===== src/rtl/smpq_pkg.sv =====
`default_nettype none
// ----------------------------------------------------------------------------
// smpq_pkg
// shared types, codes and default sizes of the stable max priority queue
// ----------------------------------------------------------------------------
package smpq_pkg;

    localparam int DEF_QUEUE_DEPTH   = 64;
    localparam int DEF_PRIORITY_BITS = 16;
    localparam int DEF_TAG_BITS      = 16;

    localparam int STATUS_BITS = 2;

    // opcode of an input item
    localparam logic OP_INSERT = 1'b0;
    localparam logic OP_REMOVE = 1'b1;

    // status of a result item
    localparam logic [STATUS_BITS-1:0] ST_INSERTED = 2'd0;
    localparam logic [STATUS_BITS-1:0] ST_REMOVED  = 2'd1;
    localparam logic [STATUS_BITS-1:0] ST_EMPTY    = 2'd2;
    localparam logic [STATUS_BITS-1:0] ST_FULL     = 2'd3;

    // broadcast command to every cell of the chain
    typedef struct packed {
        logic insert_en;
        logic remove_en;
    } t_cell_cmd;

endpackage : smpq_pkg
`default_nettype wire


===== src/rtl/smpq_cell.sv =====
`default_nettype none
// ----------------------------------------------------------------------------
// smpq_cell
// one slot of the sorted chain: keeps, takes the new entry, or shifts
// ----------------------------------------------------------------------------
module smpq_cell #(
    parameter int PRIORITY_BITS = smpq_pkg::DEF_PRIORITY_BITS,
    parameter int TAG_BITS      = smpq_pkg::DEF_TAG_BITS
) (
    input  wire                             i_clk,
    input  wire                             i_rst_n,
    input  wire smpq_pkg::t_cell_cmd        i_cmd,
    input  wire logic signed [PRIORITY_BITS-1:0] i_new_prio,
    input  wire logic [TAG_BITS-1:0]        i_new_tag,
    // neighbor toward the head
    input  wire                             i_prev_valid,
    input  wire logic signed [PRIORITY_BITS-1:0] i_prev_prio,
    input  wire logic [TAG_BITS-1:0]        i_prev_tag,
    input  wire                             i_prev_ge,
    // neighbor toward the tail
    input  wire                             i_next_valid,
    input  wire logic signed [PRIORITY_BITS-1:0] i_next_prio,
    input  wire logic [TAG_BITS-1:0]        i_next_tag,
    output logic                            o_valid,
    output logic signed [PRIORITY_BITS-1:0] o_prio,
    output logic [TAG_BITS-1:0]             o_tag,
    output logic                            o_ge
);
    import smpq_pkg::*;

    logic                            r_valid;
    logic signed [PRIORITY_BITS-1:0] r_prio;
    logic [TAG_BITS-1:0]             r_tag;
    logic                            n_valid;
    logic signed [PRIORITY_BITS-1:0] n_prio;
    logic [TAG_BITS-1:0]             n_tag;

    // new entry goes behind this one
    assign o_ge = r_valid && (r_prio >= i_new_prio);

    always_comb begin
        n_valid = r_valid;
        n_prio  = r_prio;
        n_tag   = r_tag;
        if (i_cmd.remove_en) begin
            n_valid = i_next_valid;
            n_prio  = i_next_prio;
            n_tag   = i_next_tag;
        end else if (i_cmd.insert_en && !o_ge) begin
            if (i_prev_ge) begin
                n_valid = 1'b1;
                n_prio  = i_new_prio;
                n_tag   = i_new_tag;
            end else begin
                n_valid = i_prev_valid;
                n_prio  = i_prev_prio;
                n_tag   = i_prev_tag;
            end
        end
    end

    always_ff @(posedge i_clk) begin
        if (!i_rst_n) begin
            r_valid <= 1'b0;
        end else begin
            r_valid <= n_valid;
        end
    end

    always_ff @(posedge i_clk) begin
        r_prio <= n_prio;
        r_tag  <= n_tag;
    end

    assign o_valid = r_valid;
    assign o_prio  = r_prio;
    assign o_tag   = r_tag;

endmodule : smpq_cell
`default_nettype wire


===== config.mk =====
export PLATFORM = sky130hd
export DESIGN_NAME = smpq_cell
export DESIGN_NICKNAME = d
export VERILOG_FILES = /design/src/rtl/smpq_pkg.sv /design/src/rtl/smpq_cell.sv
export SDC_FILE = /design/constraint.sdc
export NUM_CORES = 1
export LEC_CHECK = 0
export BUFFER_PORTS_ARGS = -buffer_cell sky130_fd_sc_hd__buf_2
export CAP_MARGIN = 30
export CORE_MARGIN = 2
export CORE_UTILIZATION = 47
export DETAILED_ROUTE_END_ITERATION = 7
export MAX_ROUTING_LAYER = met4
export PLACE_DENSITY_LB_ADDON = 0.12
export SLEW_MARGIN = 30
export SYNTH_ARGS = -nofsm -noshare
export SYNTH_HDL_FRONTEND = slang
export SYNTH_SLANG_ARGS = --single-unit

===== constraint.sdc =====
create_clock -name i_clk -period 7.75 [get_ports i_clk]
set_input_delay 1.9375 -clock i_clk [delete_from_list [all_inputs] [get_ports i_clk]]
set_output_delay 1.9375 -clock i_clk [all_outputs]
set_load 0.02 [all_outputs]

==> results of run 1 <==
cells by family after synthesis:
family / after synthesis / share of synthesized area (%)
AO/OA/AOI/OAI: 51 / 14.9
AND/OR/NAND/NOR: 49 / 11.7
flip-flops: 33 / 44.4
multiplexers: 32 / 14.5
buffers and inverters: 29 / 5.44
adder cells (fa/ha/maj): 16 / 9.06
final cells by class:
type	instances	area, µm²
fillers	355	1440
multi-input cells	148	1120
flip-flops and latches	33	981
repair buffers	137	691
clock buffers	5	68.8
inverters	18	67.6
well taps	52	65.1
clock inverters	3	12.5
worst min-delay path: cells and delay by family (launching register included):
kind / cells / cell delay (ps)
DFF: 1 / 350
and+or+nand+nor: 2 / 300
registers in the layout, indices dropped and copies added (netlist names):
register,cells
o_tag,16
o_valid,1
o_prio,16
worst paths after layout:
check / from / endpoint / slack (ps)
min: o_valid$_SDFFE_PN0P_ / o_valid$_SDFFE_PN0P_ / 700
min reg2reg: o_valid$_SDFFE_PN0P_ / o_valid$_SDFFE_PN0P_ / 700
max reg2reg: o_prio[11]$_DFFE_PP_ / o_tag[0]$_DFFE_PP_ / 4630
max: i_new_prio[11] / o_ge / 2060
per-layer routing:
layer  part of all wire [%]  up-vias
met5                      0        -
met4                   0.79        0
met3                    7.8        5
met2                     47       78
met1                     44      840
li1                       -     1039
per-stage QoR:
| step | hold slack [ps] | cell area (µm²) |
|---|---|---|
| final | 700 | 3010 |
| after global routing | 810 | 3010 |
| after CTS | 709 | 3000 |
| after detailed placement | 700 | 2920 |
| after global placement | 676 | 2920 |
| after floorplan | 740 | 2210 |
Yosys cell counts (all sizes together):
| cell type | n |
|---|---|
| nand2 | 33 |
| o21ai | 33 |
| edfxtp | 32 |
| mux2i | 32 |
| inv | 18 |
| ha | 16 |
| a21oi | 7 |
| clkbuf | 7 |
| buf | 4 |
| nand4 | 4 |
| nor4 | 3 |
| a21o | 2 |
| nand3 | 2 |
| nor2 | 2 |
| nor3 | 2 |
| o21a | 2 |
| o31a | 2 |
| a2111oi | 1 |
| dfxtp | 1 |
| nor2b | 1 |
| nor4b | 1 |
| o211ai | 1 |
| o311ai | 1 |
| o31ai | 1 |
| o41ai | 1 |
| or4b | 1 |
power by group through the flow:
stage	logic [µW]	registers, µW	clock network (µW)
finish	169	234	120
global route	186	237	130
CTS	171	235	124
detailed placement	170	238	0
global placement	168	237	0
floorplan	74.7	270	0
==> out/results.txt, run 1 <==
The flow ran to the end, and the final reports show no timing, DRC or antenna violations. The clock share of power was 23.0%; the average routed wire per standard cell was 12.4 µm. The hold violation count in the final report is 0, and the fraction of layout instances using a drive strength above 1 is 44.2%. Setup repair after global routing left no endpoint under its margin. Fraction of post-synthesis cell area in the top cell type by area: 43.5%. When the netlist entered floorplanning its net count stood at 329.

In this run, distinct cell masters in the synthesized netlist total 32. The count of cells along the worst hold path was 2. A synthesized cell averages 10.5 µm². Across every metal layer, demand over resource in global routing totals 18.6%. The critical path's largest stage delay is 470 ps, and the maximum fanout along the worst path is 4. The worst setup path is launched from an input port. The global route total overflow was 0. After clock tree synthesis, the clock-pin slew on the worst setup and hold paths is 70 ps. Combinational cells account for 32.2% of the total power.

The floorplan step defined a die boundary enclosing 5270 µm². The first global-routing pass estimated 7.54 mm of wire. Clock root buffer: sky130_fd_sc_hd__clkbuf_8.

Relative slew slack: 34.9%. Among cell families on the critical path, the largest total delay comes from compound AO/OA/AOI/OAI gates. The post-route clock period utilization works out to 73.4%. The number of cell instances on the worst register-to-register path was 6.

The total power consumption of the routed design was 523 µW; the via count of the first global-routing pass was 1765. The HPWL after detailed placement is 3.87 mm. The repair_antennas step left the layout with diodes totalling 0. Commonest non-fill, non-tap cell in the layout: sky130_fd_sc_hd__buf_2.

The total area inside the core boundary comes to 4440 µm². The global-route track usage on met1 is 22.5%. By area the synthesized netlist is led by sky130_fd_sc_hd__edfxtp_1 (43%), sky130_fd_sc_hd__mux2i_1 (14%), sky130_fd_sc_hd__ha_1 (9.1%). The final critical path time including I/O delays and setup was 5690 ps; the number of H-tree levels was 2. Dividing total power by cell area gives a power density of 174 nW/µm². For the worst setup path, the data arrival time is 3750 ps.

Of the total power, the share spent switching nets is 32.2%. Summing the sequential cell areas from Yosys gives 44.4% of the chip area. Including well taps, the total number of placed cells is 388.

After technology mapping, the gate count stands at 210. The global routing stage identified its most utilized layer as met2. The die extent in y came out at 72.6 µm. The tools report the netlist area before placement as 2210 µm².

The data required time of the critical path was 5810 ps; the count of cell instances traversed by the critical path was 8. Yosys printed 0 warnings. The tools report the met3 global-route usage as 5.00%. Internal power comes to 355 µW. The width of the die was 72.6 µm. The cell at the slowest stage of the critical path was sky130_fd_sc_hd__o311ai_2. The library cells used most frequently in the layout, excluding fill and tap cells, are sky130_fd_sc_hd__buf_2 (135), sky130_fd_sc_hd__nand2_1 (33), sky130_fd_sc_hd__mux2i_1 (32), sky130_fd_sc_hd__edfxtp_1 (32), sky130_fd_sc_hd__o21ai_1 (30). The later pin in the worst-skew pair is clocked with a latency of 270 ps. The count of nets left with antenna violations once routing finished came out at 0. The max-slew violation count was 0. The post-detailed-route via-to-cell ratio was 4.95; the post-layout net count was 462. The post-route worst setup slack is 2060 ps, and the length of the first detailed-routing pass in iterations is 4.

Relative to the synthesized area, the layout overhead comes to 36.0%. The logs give 31.1% for the global-route met2 utilization and 4.92 mm for the total length of routed wires. At the placement stage, the worst setup path has a slack of 2070 ps. TritonCTS built the clock tree. The number of gates resized after CTS was 0. By instance count, the cell type seen most on the critical path is sky130_fd_sc_hd__buf_2. The kind of end point of the critical path was a primary output. The maximum clock skew at final layout was 3.84 ps.

The worst-case IR drop observed on VDD is 0.000101 V. The count of state elements after synthesis was 33. The class of the tightest hold or removal check was reg2reg. The port buffer count is 136, and the post-route non-filler standard cell count is 396.

The first routing iteration left 75 violations. Buffers inserted during clock tree synthesis total 5. Buffers inserted to repair hold after CTS numbered 0. Cells fill 67.6% of the core in the end. The run gives 0 as the initial antenna violation count. Entering global routing, the biggest net connects 69 pins. For this design the static power due to leakage is 0.00155 µW.

The tools report the I/O pin total as 137. The tools report the register share of total power as 44.8%. The DRC violation count after routing came out at 0.

The tools report the total setup violations reported at the end of the flow as 0. CTS saw 33 sinks. For the number of buffers on the longest clock path, the log shows 2. Traced cell by cell, the critical path runs through buf_2 > inv_1 > ha_1 > nand4_1 > o311ai_2 > nor4_1 > o31a_1 > buf_2.

The net switching power of the design was 168 µW; the final weighted congestion in routability-driven placement was 0.782. Across all layers, the routed design uses 1962 vias. Peak clock frequency supported by timing: 176 MHz.

The post-CTS setup buffer count was 0. The critical path is of the in2out type. For the final routed database, the setup TNS stands at 0 ps. For the number of rows created at floorplan, the log shows 24. The top cell type by total area after synthesis is sky130_fd_sc_hd__edfxtp_1. The run gives 0 as the number of maximum-capacitance violations. For the pin with the worst max-slew slack, the measured transition is 976 ps. The number of buffers and inverters on the critical path is 3. The initial core utilization came out at 49.7%.
(Power assumes the default switching activity.)
==> run 2: changes to the inputs <==
--- a/config.mk
+++ b/config.mk
@@ -8,7 +8,7 @@
 export BUFFER_PORTS_ARGS = -buffer_cell sky130_fd_sc_hd__buf_2
 export CAP_MARGIN = 30
 export CORE_MARGIN = 2
-export CORE_UTILIZATION = 47
+export CORE_UTILIZATION = 39
 export DETAILED_ROUTE_END_ITERATION = 7
 export MAX_ROUTING_LAYER = met4
 export PLACE_DENSITY_LB_ADDON = 0.12
==> constraint.sdc (replaced) <==
create_clock -name i_clk -period 4.9 [get_ports i_clk]
set_input_delay 1.225 -clock i_clk [delete_from_list [all_inputs] [get_ports i_clk]]
set_output_delay 1.225 -clock i_clk [all_outputs]
set_load 0.02 [all_outputs]
==> run 2 against run 1 <==
Flip-flop and latch count stayed put. Setup slack got worse by 1400 ps. Wire length increased by 6.4%. Largest power group unchanged. Highest routed layer unchanged.
==> out/results.txt, run 2 (same netlist as run 1, synthesis figures left out) <==
The placed wire-length estimate was 4.13 mm (+6.7%); the power density over the cells was 289 nW/µm² (+66%). The tools report the kind of end point of the critical path as a primary output. For the post-cts hold buffer count, the log shows 0 (unchanged). The leakage power figure was 0.00157 µW (+1.2%); the fraction of layout instances using a drive strength above 1 was 44.5% (+0.32 points). The tools report the number of maximum-capacitance violations as 0 (unchanged). The run gives 0 (unchanged) as the max-slew violation count. The relative slew slack is 57.3% (+22 points), and the critical path's largest stage delay is 560 ps (+90 ps). The all-layer global routing usage is 17.7% (-0.98 points), and the port buffer count is 136 (unchanged). Leaving out fill and tap cells, the most frequent cell in the layout is sky130_fd_sc_hd__buf_2. STA classifies the critical path startpoint as an input port. The total power consumption of the routed design is 888 µW (+70%). The die footprint is 6280 µm² (+19%), and the number of cells after detailed placement is 410 (+5.7%).

Post-CTS resize count: 0 (unchanged). The critical path is of the in2out type. For the sum of negative setup slack, the log shows 0 ps (unchanged). The post-route non-filler standard cell count is 418 (+5.6%). The post-CTS setup buffer count came out at 0 (unchanged). Number of rows created at floorplan: 27 (+13%). The post-detailed-route via-to-cell ratio works out to 4.77 (-3.7%). Count of cell instances traversed by the critical path: 9 (+1).

The final critical path takes up 87.3% of the cycle. The initial antenna violation count was 0 (unchanged); the data required time of the critical path was 3670 ps (-2140 ps). The total length of routed wires was 5.23 mm (+6.4%). The logs give 8.44 mm (+12%) for the wire length of the first global-routing pass and 2 (unchanged) for the number of H-tree levels. The flow ran to the end, and the final reports show no timing, DRC or antenna violations. The logs give 0 (unchanged) for the total setup violations reported at the end of the flow and 234 MHz for the peak clock frequency supported by timing.

The number of sinks on the clock net was 33 (unchanged). The largest delay contributor family on the critical path is simple AND/OR/NAND/NOR gates. The clock-pin slew of the registers on the worst-case setup and hold paths came out at 70 ps (about the same). Post-layout net count: 464 (+0.43%). The die extent in y came out at 79.3 µm (+9.2%). The area added between synthesis and finish was 39.0%. The initial core utilization is 40.4% (-9.3 points). Cell repeated most along the worst path: sky130_fd_sc_hd__buf_2. The number of buffers on the longest clock path is 2 (unchanged), and the number of cell instances on the worst register-to-register path is 6 (unchanged).

The run gives 1994 (+1.6%) as the total number of vias. For the number of nets with antenna violations after detailed routing, the log shows 0 (unchanged). The critical path goes through buf_2 > inv_1 > ha_1 > nor2b_1 > o211ai_2 > a2111oi_4 > nor4_1 > o31a_1 > buf_2.

For the arrival time at the worst endpoint, the log shows 3050 ps (-700 ps). The average routed wire per standard cell is 12.5 µm (+0.83%), and the TritonCTS buffer count is 5 (unchanged). The tools report the smallest hold slack as 732 ps (+32.0 ps). The tools report the number of DRC markers after the initial detailed-route iteration as 50 (-33%).

The transition at the pin with the smallest max-transition slack was 635 ps (-342 ps). The core area is 5470 µm² (+23%). The I/O pin total came out at 137 (unchanged). The maximum fanout along the worst path is 4 (unchanged). Global route total overflow: 0 (unchanged). The largest individual stage delay along the critical path comes from the cell sky130_fd_sc_hd__nor4_1. In the layout the commonest cells are sky130_fd_sc_hd__buf_2 (135), sky130_fd_sc_hd__nand2_1 (33), sky130_fd_sc_hd__mux2i_1 (32), sky130_fd_sc_hd__edfxtp_1 (32), sky130_fd_sc_hd__o21ai_1 (30). TritonCTS built the clock tree. The final critical path time including I/O delays and setup is 4280 ps. The maximum clock skew at final layout came out at 7.07 ps (+3.23 ps).

The highest ir drop seen on vdd was 0.000133 V (+31%); the length of the first detailed-routing pass in iterations was 4 (unchanged). The final weighted congestion in routability-driven placement is 0.785 (+0.37%), and the DRC violation count after routing is 0 (unchanged). The logs give 280 ps (about the same) for the clock network latency to the later pin of the worst-skew pair and 0 (unchanged) for the hold violation count in the final report. The logs give 1965 (+11%) for the via count of the first global-routing pass and 0 (unchanged) for the antenna diode count.

The number of buffers and inverters on the critical path is 3 (unchanged). The fill cell total of the finished layout was 523 (+47%); the width of the die was 79.3 µm (+9.2%). The tightest min-delay check is of the reg2reg type. The maximum number of pins on one net before global-route repair is 46 (-33%), and the count of cells along the worst hold path is 2 (unchanged). The tree is rooted in a sky130_fd_sc_hd__clkbuf_8. Setup repair after global routing left no endpoint under its margin.
[run 2: changes by cell type in the layout (fill, tap and decap cells not counted), sizes merged]
cell | previous run | this run
buf | 137 | 139
clkbuf | 5 | 6
clkinv | 3 | 1
bufinv | 0 | 1
[run 2: worst min-delay path: stages (launching register included)]
cell                      delay [ps]
sky130_fd_sc_hd__dfxtp_1         360
sky130_fd_sc_hd__nor3_1          250
sky130_fd_sc_hd__nor4b_2          70
[run 2: cell type report]
type | count | area, µm² | area share (%)
timing repair buffer | 139 | 706 | 23.0
sequential | 33 | 981 | 31.9
multi-input combinational | 148 | 1120 | 36.5
clock buffer | 6 | 72.6 | 2.36
clock inverter | 2 | 33.8 | 1.10
inverter | 18 | 67.6 | 2.20
tap | 72 | 90.1 | 2.93
[run 2: worst paths after layout]
path | startpoint | end | slack (ps)
max reg2reg | o_prio[11]$_DFFE_PP_ | o_tag[2]$_DFFE_PP_ | 2260
min | o_valid$_SDFFE_PN0P_ | o_valid$_SDFFE_PN0P_ | 730
max | i_new_prio[1] | o_ge | 620
min reg2reg | o_valid$_SDFFE_PN0P_ | o_valid$_SDFFE_PN0P_ | 730
[run 2: through the flow]
stage,utilization (%),setup slack (ps),area [µm²]
2_1_floorplan,-,216,2210
3_3_place_gp,54.1,647,2960
3_5_place_dp,54.1,647,2960
4_1_cts,56.1,632,3070
5_1_grt,56.1,478,3070
6_report,56.1,620,3070
[run 2: per-layer routing]
metal / global-route usage, % / wire, µm / up-vias
met5: - / 0 / -
met4: 7.59 / 102 / 0
met1: 20.0 / 2210 / 867
met2: 30.3 / 2560 / 77
li1: - / - / 1040
met3: 3.52 / 355 / 10
[run 2: power by group]
group	internal (µW)	total [µW]	switching [µW]
clock	150	249	99.2
sequential	356	371	14.7
combinational	110	267	157
